<file path="src/rtl/core/two_axis_pid_with_clamps_macros.svh">
// Assertion macros for the two-axis PID controller.
// Included by the top level only; relies on clk and rst_n in the including scope.
`ifndef TWO_AXIS_PID_WITH_CLAMPS_MACROS_SVH
`define TWO_AXIS_PID_WITH_CLAMPS_MACROS_SVH

// Same-cycle implication, checked outside reset.
`define TAPC_ASSERT_NOW(label, ante, cons, msg) \
  label: assert property (@(posedge clk) disable iff (!rst_n) (ante) |-> (cons)) \
    else $error(msg);

// Next-cycle implication, checked outside reset.
`define TAPC_ASSERT_NEXT(label, ante, cons, msg) \
  label: assert property (@(posedge clk) disable iff (!rst_n) (ante) |=> (cons)) \
    else $error(msg);

`endif

</file>
<file path="src/rtl/core/tapc_pkg.sv">
// Shared types and constants of the two-axis PID controller.
// No dependencies; used by the channel interfaces and the top level.
package tapc_pkg;

  // Field widths fixed by the item and register formats.
  localparam int ANGLE_W = 16;
  localparam int GAIN_W  = 16;
  localparam int DRIVE_W = 12;
  localparam int ERR_W   = 17;
  localparam int DERR_W  = 18;
  localparam int ISUM_W  = 13;
  localparam int CFG_IDX_W = 3;

  typedef logic signed [ANGLE_W-1:0] angle_t;
  typedef logic signed [GAIN_W-1:0]  gain_t;
  typedef logic signed [DRIVE_W-1:0] drive_t;
  typedef logic signed [ERR_W-1:0]   err_t;
  typedef logic signed [DERR_W-1:0]  derr_t;
  typedef logic signed [ISUM_W-1:0]  isum_t;
  typedef logic [CFG_IDX_W-1:0]      cfg_idx_t;

  // Product and accumulator widths (exact, with 8 fraction bits).
  typedef logic signed [GAIN_W+ERR_W-1:0]  prod_p_t;
  typedef logic signed [GAIN_W+ISUM_W-1:0] prod_i_t;
  typedef logic signed [GAIN_W+DERR_W-1:0] prod_d_t;
  typedef logic signed [35:0]              acc_t;
  typedef logic signed [27:0]              quot_t;

  // Register indexes of the configuration port.
  typedef enum logic [CFG_IDX_W-1:0] {
    REG_LOWER_PROP  = 3'd0,
    REG_LOWER_INTEG = 3'd1,
    REG_LOWER_DERIV = 3'd2,
    REG_UPPER_PROP  = 3'd3,
    REG_UPPER_INTEG = 3'd4,
    REG_UPPER_DERIV = 3'd5
  } cfg_reg_t;

  // Axis codes.
  localparam logic AXIS_LOWER = 1'b0;
  localparam logic AXIS_UPPER = 1'b1;

  // Gain set of one axis.
  typedef struct packed {
    gain_t kp;
    gain_t ki;
    gain_t kd;
  } gains_t;

  // Reset gains: proportional 2.0 in Q7.8, the others zero.
  localparam gain_t PROP_GAIN_RST = 16'sd512;
  localparam gain_t ZERO_GAIN     = 16'sd0;

  // Bias added before the arithmetic shift so that it truncates toward zero.
  localparam acc_t TRUNC_BIAS = 36'sd255;
  localparam int   FRAC_W     = 8;

endpackage

</file>
<file path="src/rtl/core/tapc_if.sv">
// Channel interfaces of the two-axis PID controller: input, result and configuration.
// Depends on tapc_pkg for the field types.

// Input item channel.
interface tapc_in_if;
  import tapc_pkg::*;
  logic   valid;
  logic   ready;
  logic   axis_select;
  angle_t measured_angle;
  angle_t target_angle;

  modport source (output valid, output axis_select, output measured_angle,
                  output target_angle, input ready);
  modport sink   (input valid, input axis_select, input measured_angle,
                  input target_angle, output ready);
endinterface

// Result item channel.
interface tapc_out_if;
  import tapc_pkg::*;
  logic   valid;
  logic   ready;
  drive_t drive_value;

  modport source (output valid, output drive_value, input ready);
  modport sink   (input valid, input drive_value, output ready);
endinterface

// Configuration write channel.
interface tapc_cfg_if;
  import tapc_pkg::*;
  logic     valid;
  logic     ready;
  cfg_idx_t index;
  gain_t    data;

  modport source (output valid, output index, output data, input ready);
  modport sink   (input valid, input index, input data, output ready);
endinterface

</file>
<file path="src/rtl/core/two_axis_pid_with_clamps.sv">
// Top level of the two-axis PID controller with integral clamp and output saturation.
// Depends on tapc_pkg, the interfaces in tapc_if.sv and two_axis_pid_with_clamps_macros.svh.
//
//   Channel   Direction  Transfer fields
//   in_chan   sink       axis_select, measured_angle, target_angle
//   out_chan  source     drive_value
//   cfg_bus   sink       index, data (always ready)
//
// One item per cycle sustained while out_chan is ready; each item passes through the input
// register, then the error/integral, product and output registers.
// The per-axis integral and previous error update as an item leaves the input
// register, so consecutive items on the same axis see each other's state.
// Each stage holds only while the stage after it is full and stalled, so bubbles
// are squeezed out and input transfers continue while a result waits.
// Reset is synchronous: pipeline valids and per-axis state clear, gains reload.
module two_axis_pid_with_clamps #(
  parameter int LOWER_INTEG_LIMIT = 3000,
  parameter int LOWER_OUT_LIMIT   = 2000,
  parameter int UPPER_INTEG_LIMIT = 800,
  parameter int UPPER_OUT_LIMIT   = 400
) (
  input  logic       clk,
  input  logic       rst_n,
  tapc_in_if.sink    in_chan,
  tapc_out_if.source out_chan,
  tapc_cfg_if.sink   cfg_bus
);
  import tapc_pkg::*;

  `include "two_axis_pid_with_clamps_macros.svh"

  // Limits in the widths of the values they bound.
  localparam derr_t LO_ILIM = derr_t'(LOWER_INTEG_LIMIT);
  localparam derr_t UP_ILIM = derr_t'(UPPER_INTEG_LIMIT);
  localparam quot_t LO_OLIM = quot_t'(LOWER_OUT_LIMIT);
  localparam quot_t UP_OLIM = quot_t'(UPPER_OUT_LIMIT);

  // Gains and per-axis state.
  gains_t gains_r [2];
  isum_t  isum_r  [2];
  err_t   perr_r  [2];

  // Stage registers.
  logic   v0_r, v1_r, v2_r, out_valid_r;
  logic   p0_axis_r;
  angle_t p0_meas_r, p0_targ_r;
  logic   s1_axis_r;
  err_t   s1_err_r;
  isum_t  s1_isum_r;
  derr_t  s1_derr_r;
  gains_t s1_gains_r;
  logic   s2_axis_r;
  prod_p_t s2_pp_r;
  prod_i_t s2_pi_r;
  prod_d_t s2_pd_r;
  drive_t out_drive_r;

  // Stage readiness, back to front.
  logic rdy1, rdy2, rdy3;
  logic t1;

  assign rdy3 = !out_valid_r || out_chan.ready;
  assign rdy2 = !v2_r || rdy3;
  assign rdy1 = !v1_r || rdy2;
  assign in_chan.ready = !v0_r || rdy1;
  assign t1 = v0_r && rdy1;

  assign cfg_bus.ready = 1'b1;
  assign out_chan.valid = out_valid_r;
  assign out_chan.drive_value = out_drive_r;

  // Error, clamped integral and derivative of the item in the input register.
  err_t   err_nxt;
  derr_t  sum_wide;
  derr_t  ilim;
  isum_t  isum_nxt;
  derr_t  derr_nxt;

  always_comb begin
    err_nxt  = err_t'(p0_meas_r) - err_t'(p0_targ_r);
    sum_wide = derr_t'(isum_r[p0_axis_r]) + derr_t'(err_nxt);
    ilim     = (p0_axis_r == AXIS_UPPER) ? UP_ILIM : LO_ILIM;
    if (sum_wide > ilim) begin
      isum_nxt = isum_t'(ilim);
    end else if (sum_wide < -ilim) begin
      isum_nxt = isum_t'(-ilim);
    end else begin
      isum_nxt = isum_t'(sum_wide);
    end
    derr_nxt = derr_t'(err_nxt) - derr_t'(perr_r[p0_axis_r]);
  end

  // Three independent products.
  prod_p_t pp_nxt;
  prod_i_t pi_nxt;
  prod_d_t pd_nxt;

  always_comb begin
    pp_nxt = prod_p_t'(s1_gains_r.kp) * prod_p_t'(s1_err_r);
    pi_nxt = prod_i_t'(s1_gains_r.ki) * prod_i_t'(s1_isum_r);
    pd_nxt = prod_d_t'(s1_gains_r.kd) * prod_d_t'(s1_derr_r);
  end

  // Sum, divide by 256 toward zero, saturate to the axis output limit.
  acc_t   acc;
  acc_t   acc_adj;
  quot_t  quot;
  quot_t  olim;
  quot_t  sat;
  drive_t drive_nxt;

  always_comb begin
    acc     = acc_t'(s2_pp_r) + acc_t'(s2_pi_r) + acc_t'(s2_pd_r);
    acc_adj = acc + (acc[35] ? TRUNC_BIAS : '0);
    quot    = acc_adj[35:FRAC_W];
    olim    = (s2_axis_r == AXIS_UPPER) ? UP_OLIM : LO_OLIM;
    if (quot > olim) begin
      sat = olim;
    end else if (quot < -olim) begin
      sat = -olim;
    end else begin
      sat = quot;
    end
    drive_nxt = sat[DRIVE_W-1:0];
  end

  // Control state: valids, gains and per-axis state.
  always_ff @(posedge clk) begin
    if (!rst_n) begin
      v0_r        <= 1'b0;
      v1_r        <= 1'b0;
      v2_r        <= 1'b0;
      out_valid_r <= 1'b0;
      gains_r[0]  <= '{kp: PROP_GAIN_RST, ki: ZERO_GAIN, kd: ZERO_GAIN};
      gains_r[1]  <= '{kp: PROP_GAIN_RST, ki: ZERO_GAIN, kd: ZERO_GAIN};
      isum_r[0]   <= '0;
      isum_r[1]   <= '0;
      perr_r[0]   <= '0;
      perr_r[1]   <= '0;
    end else begin
      if (in_chan.ready) v0_r <= in_chan.valid;
      if (rdy1) v1_r <= v0_r;
      if (rdy2) v2_r <= v1_r;
      if (rdy3) out_valid_r <= v2_r;

      // State moves with the item leaving the input register.
      if (t1) begin
        isum_r[p0_axis_r] <= isum_nxt;
        perr_r[p0_axis_r] <= err_nxt;
      end

      // Configuration writes; unknown indexes are dropped.
      if (cfg_bus.valid) begin
        unique case (cfg_bus.index)
          REG_LOWER_PROP:  gains_r[0].kp <= cfg_bus.data;
          REG_LOWER_INTEG: gains_r[0].ki <= cfg_bus.data;
          REG_LOWER_DERIV: gains_r[0].kd <= cfg_bus.data;
          REG_UPPER_PROP:  gains_r[1].kp <= cfg_bus.data;
          REG_UPPER_INTEG: gains_r[1].ki <= cfg_bus.data;
          REG_UPPER_DERIV: gains_r[1].kd <= cfg_bus.data;
          default: ;
        endcase
      end
    end
  end

  // Payload registers, loaded whenever their stage may advance.
  always_ff @(posedge clk) begin
    if (in_chan.ready) begin
      p0_axis_r <= in_chan.axis_select;
      p0_meas_r <= in_chan.measured_angle;
      p0_targ_r <= in_chan.target_angle;
    end
    if (rdy1) begin
      s1_axis_r  <= p0_axis_r;
      s1_err_r   <= err_nxt;
      s1_isum_r  <= isum_nxt;
      s1_derr_r  <= derr_nxt;
      s1_gains_r <= gains_r[p0_axis_r];
    end
    if (rdy2) begin
      s2_axis_r <= s1_axis_r;
      s2_pp_r   <= pp_nxt;
      s2_pi_r   <= pi_nxt;
      s2_pd_r   <= pd_nxt;
    end
    if (rdy3) begin
      out_drive_r <= drive_nxt;
    end
  end

  // Per-axis state changes only when an item leaves the input register.
  `TAPC_ASSERT_NEXT(a_state_hold, !t1, $stable(isum_r[0]) && $stable(isum_r[1]) && $stable(perr_r[0]) && $stable(perr_r[1]), "axis state changed without an item")

  // The integral handed to the multiply stage respects its axis clamp.
  `TAPC_ASSERT_NEXT(a_isum_bound, t1, (derr_t'(s1_isum_r) <= ((s1_axis_r == AXIS_UPPER) ? UP_ILIM : LO_ILIM)) && (derr_t'(s1_isum_r) >= -((s1_axis_r == AXIS_UPPER) ? UP_ILIM : LO_ILIM)), "integral outside clamp")

  // A result appears only after the multiply stage held an item.
  `TAPC_ASSERT_NOW(a_out_origin, $rose(out_valid_r), $past(v2_r), "result without a source item")

endmodule

</file>
<file path="src/flat_wrapper.sv">
// flat-port wrapper written by rule: the top's interface ports become plain ports
module two_axis_pid_with_clamps_flat import tapc_pkg::*;
#(
  parameter int LOWER_INTEG_LIMIT = 3000,
  parameter int LOWER_OUT_LIMIT   = 2000,
  parameter int UPPER_INTEG_LIMIT = 800,
  parameter int UPPER_OUT_LIMIT   = 400
)
  (clk, rst_n, in_chan_valid, in_chan_axis_select, in_chan_measured_angle, in_chan_target_angle, in_chan_ready, out_chan_valid, out_chan_drive_value, out_chan_ready, cfg_bus_valid, cfg_bus_index, cfg_bus_data, cfg_bus_ready);
  tapc_in_if in_chan_i ();
  tapc_out_if out_chan_i ();
  tapc_cfg_if cfg_bus_i ();
  input  logic clk;
  input  logic rst_n;
  input wire logic [$bits(in_chan_i.valid)-1:0] in_chan_valid;
  input wire logic [$bits(in_chan_i.axis_select)-1:0] in_chan_axis_select;
  input wire logic [$bits(in_chan_i.measured_angle)-1:0] in_chan_measured_angle;
  input wire logic [$bits(in_chan_i.target_angle)-1:0] in_chan_target_angle;
  output wire logic [$bits(in_chan_i.ready)-1:0] in_chan_ready;
  output wire logic [$bits(out_chan_i.valid)-1:0] out_chan_valid;
  output wire logic [$bits(out_chan_i.drive_value)-1:0] out_chan_drive_value;
  input wire logic [$bits(out_chan_i.ready)-1:0] out_chan_ready;
  input wire logic [$bits(cfg_bus_i.valid)-1:0] cfg_bus_valid;
  input wire logic [$bits(cfg_bus_i.index)-1:0] cfg_bus_index;
  input wire logic [$bits(cfg_bus_i.data)-1:0] cfg_bus_data;
  output wire logic [$bits(cfg_bus_i.ready)-1:0] cfg_bus_ready;
  assign in_chan_i.valid = in_chan_valid;
  assign in_chan_i.axis_select = in_chan_axis_select;
  assign in_chan_i.measured_angle = in_chan_measured_angle;
  assign in_chan_i.target_angle = in_chan_target_angle;
  assign in_chan_ready = in_chan_i.ready;
  assign out_chan_valid = out_chan_i.valid;
  assign out_chan_drive_value = out_chan_i.drive_value;
  assign out_chan_i.ready = out_chan_ready;
  assign cfg_bus_i.valid = cfg_bus_valid;
  assign cfg_bus_i.index = cfg_bus_index;
  assign cfg_bus_i.data = cfg_bus_data;
  assign cfg_bus_ready = cfg_bus_i.ready;
  two_axis_pid_with_clamps #(.LOWER_INTEG_LIMIT(LOWER_INTEG_LIMIT), .LOWER_OUT_LIMIT(LOWER_OUT_LIMIT), .UPPER_INTEG_LIMIT(UPPER_INTEG_LIMIT), .UPPER_OUT_LIMIT(UPPER_OUT_LIMIT)) u_core (.clk(clk), .rst_n(rst_n), .in_chan(in_chan_i), .out_chan(out_chan_i), .cfg_bus(cfg_bus_i));
endmodule
</file>
<file path="config.mk">
export PLATFORM = sky130hd
export DESIGN_NAME = two_axis_pid_with_clamps_flat
export DESIGN_NICKNAME = d
export VERILOG_FILES = /design/src/rtl/core/tapc_pkg.sv /design/src/rtl/core/tapc_if.sv /design/src/rtl/core/two_axis_pid_with_clamps.sv /design/src/flat_wrapper.sv
export VERILOG_INCLUDE_DIRS = /design/src /design/src/rtl/core
export SDC_FILE = /design/constraint.sdc
export NUM_CORES = 2
export LEC_CHECK = 0
export ABC_AREA = 1
export BUFFER_PORTS_ARGS = -buffer_cell sky130_fd_sc_hd__buf_2
export CAP_MARGIN = 20
export CORE_ASPECT_RATIO = 2
export CORE_MARGIN = 1
export CORE_UTILIZATION = 45
export CTS_CLUSTER_SIZE = 8
export DETAILED_ROUTE_END_ITERATION = 16
export MAX_ROUTING_LAYER = met4
export PLACE_DENSITY = 0.64
export SETUP_SLACK_MARGIN = 0.3
export SLEW_MARGIN = 20
export SYNTH_ARGS = -nofsm -noshare
export SYNTH_HDL_FRONTEND = slang
export SYNTH_SLANG_ARGS = --single-unit
export TNS_END_PERCENT = 20
</file>
<file path="constraint.sdc">
create_clock -name clk -period 7.65 [get_ports clk]
set_clock_uncertainty 0.05 [all_clocks]
set_input_delay 0.765 -clock clk [delete_from_list [all_inputs] [get_ports clk]]
set_output_delay 0.765 -clock clk [all_outputs]
set_load 0.01 [all_outputs]
</file>
=== Word-level counts from Yosys, hierarchy flattened ===
Memories as Yosys holds them, arrays and structs flattened. A register that Yosys moved wholly into a read port is not among the register bits.
Cells that the tools add are included.
Widths: inputs -> output; s select.

* Add/sub/neg operators: 8
* Multiply operators: 3
* Magnitude comparators: 4
* Equal/unequal tests: 5
* Mux-type cells: 49
* Bitwise gates (word level): 6
* Reductions and logical operators: 12

{| class="wikitable"
|+ Operators with widths
! cell !! count
|-
| $mux 16 || 6
|-
| $mux 13 || 3
|-
| $add 36x8->36 || 1
|-
| $mux 12 || 3
|-
| $add 34x34->35 || 1
|-
| $add 33x29->34 || 1
|-
| $mul 16x18->34 || 1
|-
| $mux 1 || 34
|-
| $mul 16x17->33 || 1
|-
| $mul 16x13->29 || 1
|-
| $gt 28x12->1 || 1
|-
| $lt 28x28->1 || 1
|-
| $neg 11->28 || 1
|-
| $add 13x17->18 || 1
|-
| $gt 18x18->1 || 1
|-
| $lt 18x18->1 || 1
|-
| $neg 18->18 || 1
|-
| $sub 17x17->18 || 1
|-
| $mux 17 || 1
|-
| $reduce_or 17->1 || 1
|-
| $sub 16x16->17 || 1
|-
| $reduce_or 13->1 || 1
|-
| $mux 11 || 1
|-
| $mux 8 || 1
|-
| 8 further kinds || 21
|}

* Register bits after elaboration: 195
* RAM bits: 156
* Output and inout bits: 15
* Logic and storage cells: 106
* Memories: 3

{| class="wikitable"
|+ Memories
! memory !! depth !! bits a word !! read ports !! clocked after Yosys merged registers in !! wr ports !! line !! RTL
|-
| u_core.gains_r || 2 || 48 || 1 || 1 || 2 || two_axis_pid_with_clamps.sv:39 || <nowiki>gains_t gains_r [2];</nowiki>
|-
| u_core.perr_r || 2 || 17 || 1 || 1 || 2 || two_axis_pid_with_clamps.sv:41 || <nowiki>err_t perr_r [2];</nowiki>
|-
| u_core.isum_r || 2 || 13 || 1 || 1 || 2 || two_axis_pid_with_clamps.sv:40 || <nowiki>isum_t isum_r [2];</nowiki>
|}

=== Logic depth before layout (Yosys ltp) ===
* Depth in word-level cells: 10
* Mapped depth: 34
* Gate-level depth less buffers: 34

=== Worst setup path after synthesis ===
Ideal clock, no wire load.

* Kind: input-to-reg
* Start: input out_chan_ready
* End: memory u_core.isum_r[0][0] (netlist bit), enable pin
* Arrival time: 6806 ps
* Required time: 7213 ps
* Path slack: 406 ps
* Cell stages on the path: 11
* Buffers on the path: 1
* Cell sequence: nor2_1 inv_1 nor2_1 inv_1 nor2_1 inv_1 nand3_1 nor2_1 inv_1 clkbuf_1 nand2_1

{| class="wikitable"
|+ RTL lines
! what !! line !! RTL
|-
| start, declared || flat_wrapper.sv:22 || <nowiki>input wire logic [$bits(out_chan_i.ready)-1:0] out_chan_ready;</nowiki>
|-
| end, declared || two_axis_pid_with_clamps.sv:40 ||
|}

=== Worst setup path in the final report ===
* Start: register u_core.s1_isum_r[2]
* End: register u_core.s2_pi_r[22] (data pin)

* Longest elaborated chain between the ends: 1

{| class="wikitable"
|+ Ends and longest elaborated chain
! what !! line !! RTL
|-
| start, declared || two_axis_pid_with_clamps.sv:49 || <nowiki>isum_t s1_isum_r;</nowiki>
|-
| start signal, assigned || two_axis_pid_with_clamps.sv:177 || <nowiki>s1_isum_r <= isum_nxt;</nowiki>
|-
| $mul 16x13->29 || two_axis_pid_with_clamps.sv:100 || <nowiki>pi_nxt = prod_i_t'(s1_gains_r.ki) * prod_i_t'(s1_isum_r);</nowiki>
|-
| net u_core.pi_nxt[22] || two_axis_pid_with_clamps.sv:95 || <nowiki>prod_i_t pi_nxt;</nowiki>
|-
| end signal, assigned || two_axis_pid_with_clamps.sv:184 || <nowiki>s2_pi_r <= pi_nxt;</nowiki>
|-
| end, declared || two_axis_pid_with_clamps.sv:54 || <nowiki>prod_i_t s2_pi_r;</nowiki>
|}

The timed path passes the listed nets, and every way through them passes these cells.
A chain may end at the register's enable or synchronous reset.

==> summary.txt <==
Status
  – Outcome: finished, final reports clean

Synthesis
  – Flops & latches, synth: 400
  – Mux share of post-synthesis cell area: 0.644%
  – Post-Syn Nets: 6678
  – Synthesized area: 49300 µm²
  – Synth cell types: 59
  – Complex-gate fraction of the synthesized area: 3.46%
  – Synth Instances: 5481
  – Synth area leaders: fa_1, edfxtp_1, inv_1
  – Synth Area in XOR/XNOR: 3.18%
  – Syn_area_per_cell: 9.00 µm²
  – Largest family of logic cells by synthesized area: adder cells
  – Simple-gate portion of the synthesized area: 15.6%
  – Adder-cell share of the synthesized area: 41.1%
  – Seq/Total Area, Yosys: 24.3%
  – Top-area cell type share of the netlist area: 32.4%
  – Yosys top cell by area: fa_1
  – Yosys warns: 0

Clock network
  – CTS tree: built
  – Inserted Clock Buffers: 57
  – # resized after CTS: 0
  – Clk root buf: clkbuf_16
  – Clock sinks: 400
  – Clk_lat worst skew: 0.69 ns
  – Reg clk slew, reported paths: 0.06 ns
  – Post-CTS setup buffer count: 0
  – Clk buf depth: 3
  – Hold-fix buffers, CTS: 0
  – CTS H-Tree Depth: 2

Timing
  – Max Freq: 144 MHz
  – Tightest Pin Transition: 1.03 ns
  – Period Utilization, post-route: 90.7%
  – Final setup fails: 0
  – Unrepaired setup endpoints after global routing: no
  – TNS Setup: 0 ns
  – Endpoints failing hold: 0
  – Relative slew slack: 31.1%
  – Min Tclk post-route: 6.94 ns
  – Max-slew violations: 0

Global route
  – Initial antenna violation count: 1
  – Total GRT Usage: 25.9%
  – Remaining Overflow, GRT: 0
  – Largest net degree at the start of global routing: 68
  – Number of global-route vias before repair: 38007
  – Global-route wire length before repair: 210 mm

Worst hold path
  – HP Start: in_chan_target_angle[0]
  – Depth of the worst hold-timing path: 1
  – Worst hold-check path type: input port to register
  – Hold EP: u_core.p0_targ_r[0]$_DFFE_PN_

Critical path
  – Crit path launch type: register
  – Crit-path max FO: 16
  – Reg2Reg Depth: 25
  – R2R Path End: u_core.s2_pi_r[22]$_DFFE_PP_
  – Worst EP required: 7.91 ns
  – Crit Path Class: register to register
  – CP Data Arrival Time: 7.20 ns
  – Worst r2r src: u_core.s1_isum_r[2]$_DFFE_PP_
  – R2R Setup Slk: 0.71 ns
  – Crit end category: register

Die
  – Die area: 111000 µm²
  – Starting Density: 45.4%
  – CORE AREA: 109000 µm²
  – Top Ports: 72
  – Site Rows: 171
  – Die span in y: 470 µm
  – Die Width: 236 µm

Detailed routing
  – DR iter-0 viols: 2001
  – Detailed Route WL: 135 mm
  – Vias per cell: 5.10
  – Total number of vias: 35261
  – DR DRC count: 0
  – DRT antenna net count: 0
  – DR pass1 iterations: 5
  – Wirelength per Cell: 19.6 µm

Placement
  – # port buffers: 70
  – Dpl hpwl: 114 mm
  – Gpl congestion: 0.962

Layout
  – Final nets: 6701
  – Layout Area Growth over Synthesis: 7.19%
  – Share of layout cells above drive strength 1: 5.79%

Run
  – Max-cap violations: 0
critical path: stages (launching register included):
cell and delay [ns]:
edfxtp_1 0.77, nand2_1 0.16, fa_1 0.53, inv_1 0.05, fa_1 0.53, inv_1 0.05
fa_1 0.53, inv_1 0.05, ha_1 0.26, inv_1 0.05, fa_1 0.55, inv_1 0.05
ha_1 0.29, ha_1 0.35, a21o_1 0.17, a31oi_1 0.21, o21ai_0 0.16, nand2_1 0.09
nand2_1 0.07, a21oi_1 0.13, inv_1 0.05, a21oi_1 0.20, o21ai_0 0.20, a21oi_1 0.24
o21ai_0 0.15, xor2_1 0.59
how the worst max path moves through the flow:
stage	startpoint	end	slack, ns	cells after the start
global route	u_core.s1_gains_r[1]$_DFFE_PP_	u_core.s2_pd_r[30]$_DFFE_PP_	0.32	24
finish	u_core.s1_isum_r[2]$_DFFE_PP_	u_core.s2_pi_r[22]$_DFFE_PP_	0.71	25
detailed placement	u_core.s1_gains_r[37]$_DFFE_PP_	u_core.s2_pp_r[32]$_DFFE_PP_	0.73	23
global placement	u_core.s1_gains_r[2]$_DFFE_PP_	u_core.s2_pd_r[30]$_DFFE_PP_	0.87	24
CTS	u_core.s1_gains_r[37]$_DFFE_PP_	u_core.s2_pp_r[32]$_DFFE_PP_	0.68	23
floorplan	out_chan_ready	u_core.isum_r[0][0]$_SDFFCE_PN0P_	0.41	11
final cells by class:
type | instances | area, µm²
Inverter | 1376 | 5170
Timing Repair Buffer | 136 | 846
Clock buffer | 79 | 1510
Fill cell | 10312 | 55800
Sequential cell | 400 | 12000
Antenna cell | 1 | 2.50
Clock inverter | 6 | 106
Multi-Input combinational cell | 3533 | 31500
Tap cell | 1384 | 1730
synth_stat cells (all sizes together):
master	n
o41ai	2
o22ai	1
edfxtp	395
nor4	3
buf	15
a21boi	8
nand4	43
xnor2	55
a31oi	9
nand3	124
o21ai	68
nand3b	1
conb	1
and2	4
xor2	120
ha	341
a211oi	1
a21o	7
or2	43
nor3	21
mux2i	16
inv	1376
o21bai	20
dfxtp	5
a21oi	169
o2111ai	1
nand2	1375
clkbuf	157
o211ai	3
mux2	14
o311ai	2
fa	799
nor2	272
o21a	5
o31ai	4
o221ai	1
layout by cell type (no fill, tap or decap), types with 4 or more instances in the layout:
| cell | instances |
|---|---|
| nand2_1 | 1358 |
| inv_1 | 1361 |
| a21boi_0 | 5 |
| nand2_4 | 5 |
| nand4_1 | 41 |
| nor2_2 | 12 |
| xor2_1 | 117 |
| a31oi_1 | 9 |
| o21bai_1 | 18 |
| ha_1 | 341 |
| a21oi_1 | 166 |
| fa_1 | 799 |
| nor3_1 | 20 |
| dfxtp_1 | 5 |
| o31ai_1 | 4 |
| clkbuf_1 | 22 |
| buf_2 | 70 |
| o21ai_1 | 8 |
| clkbuf_16 | 57 |
| or2_2 | 43 |
| edfxtp_1 | 395 |
| xnor2_1 | 55 |
| a21o_1 | 7 |
| o21a_1 | 5 |
| mux2_2 | 14 |
| buf_4 | 66 |
| inv_2 | 13 |
| nand3_1 | 118 |
| nand2_2 | 11 |
| nor2_1 | 258 |
| mux2i_1 | 16 |
| o21ai_0 | 59 |
| nand3_2 | 5 |
cell families after synthesis:
kind of cell    count (synthesis)
simple gates                 1886
buf+inv                      1548
fa+ha+maj                    1140
flops                         400
compound gates                301
xor+xnor                      175
mux                            30
other cells                     1
flip-flops by register name, indices dropped and copies added, names as in the netlist, 12 cells and up, named ones only:
register,cells
u_core.isum_r,26
u_core.s1_err_r,17
u_core.gains_r,96
u_core.s2_pi_r,29
u_core.s1_isum_r,13
u_core.s1_derr_r,18
u_core.s2_pp_r,33
u_core.s2_pd_r,34
u_core.p0_targ_r,16
u_core.p0_meas_r,16
u_core.perr_r,34
u_core.out_chan.drive_value,12
u_core.s1_gains_r,48
per-stage QoR:
step | cell area, µm² | worst slack, ns | std cells | utilization, % | hold slack [ns]
2_1_floorplan | 49300 | 0.406 | 5481 | - | 0.350
3_3_place_gp | 51200 | 0.869 | 6829 | 47.1 | 0.397
3_5_place_dp | 51200 | 0.734 | 6829 | 47.1 | 0.402
4_1_cts | 52900 | 0.685 | 6914 | 48.6 | 0.177
5_1_grt | 52900 | 0.316 | 6915 | 48.6 | 0.184
6_report | 52900 | 0.709 | 6915 | 48.6 | 0.201
metal layers:
metal  up-vias  track usage, %  routed length (µm)
li1      16376               -                   -
met1     17553            23.9               42600
met2       920            48.6               76100
met3       412            1.86                4040
met4         0            20.7               12800
met5         -               -                   0
Power is left out: the tool's default activity adds up to more than one toggle a clock period on the data nets, which glitch-free logic cannot reach.
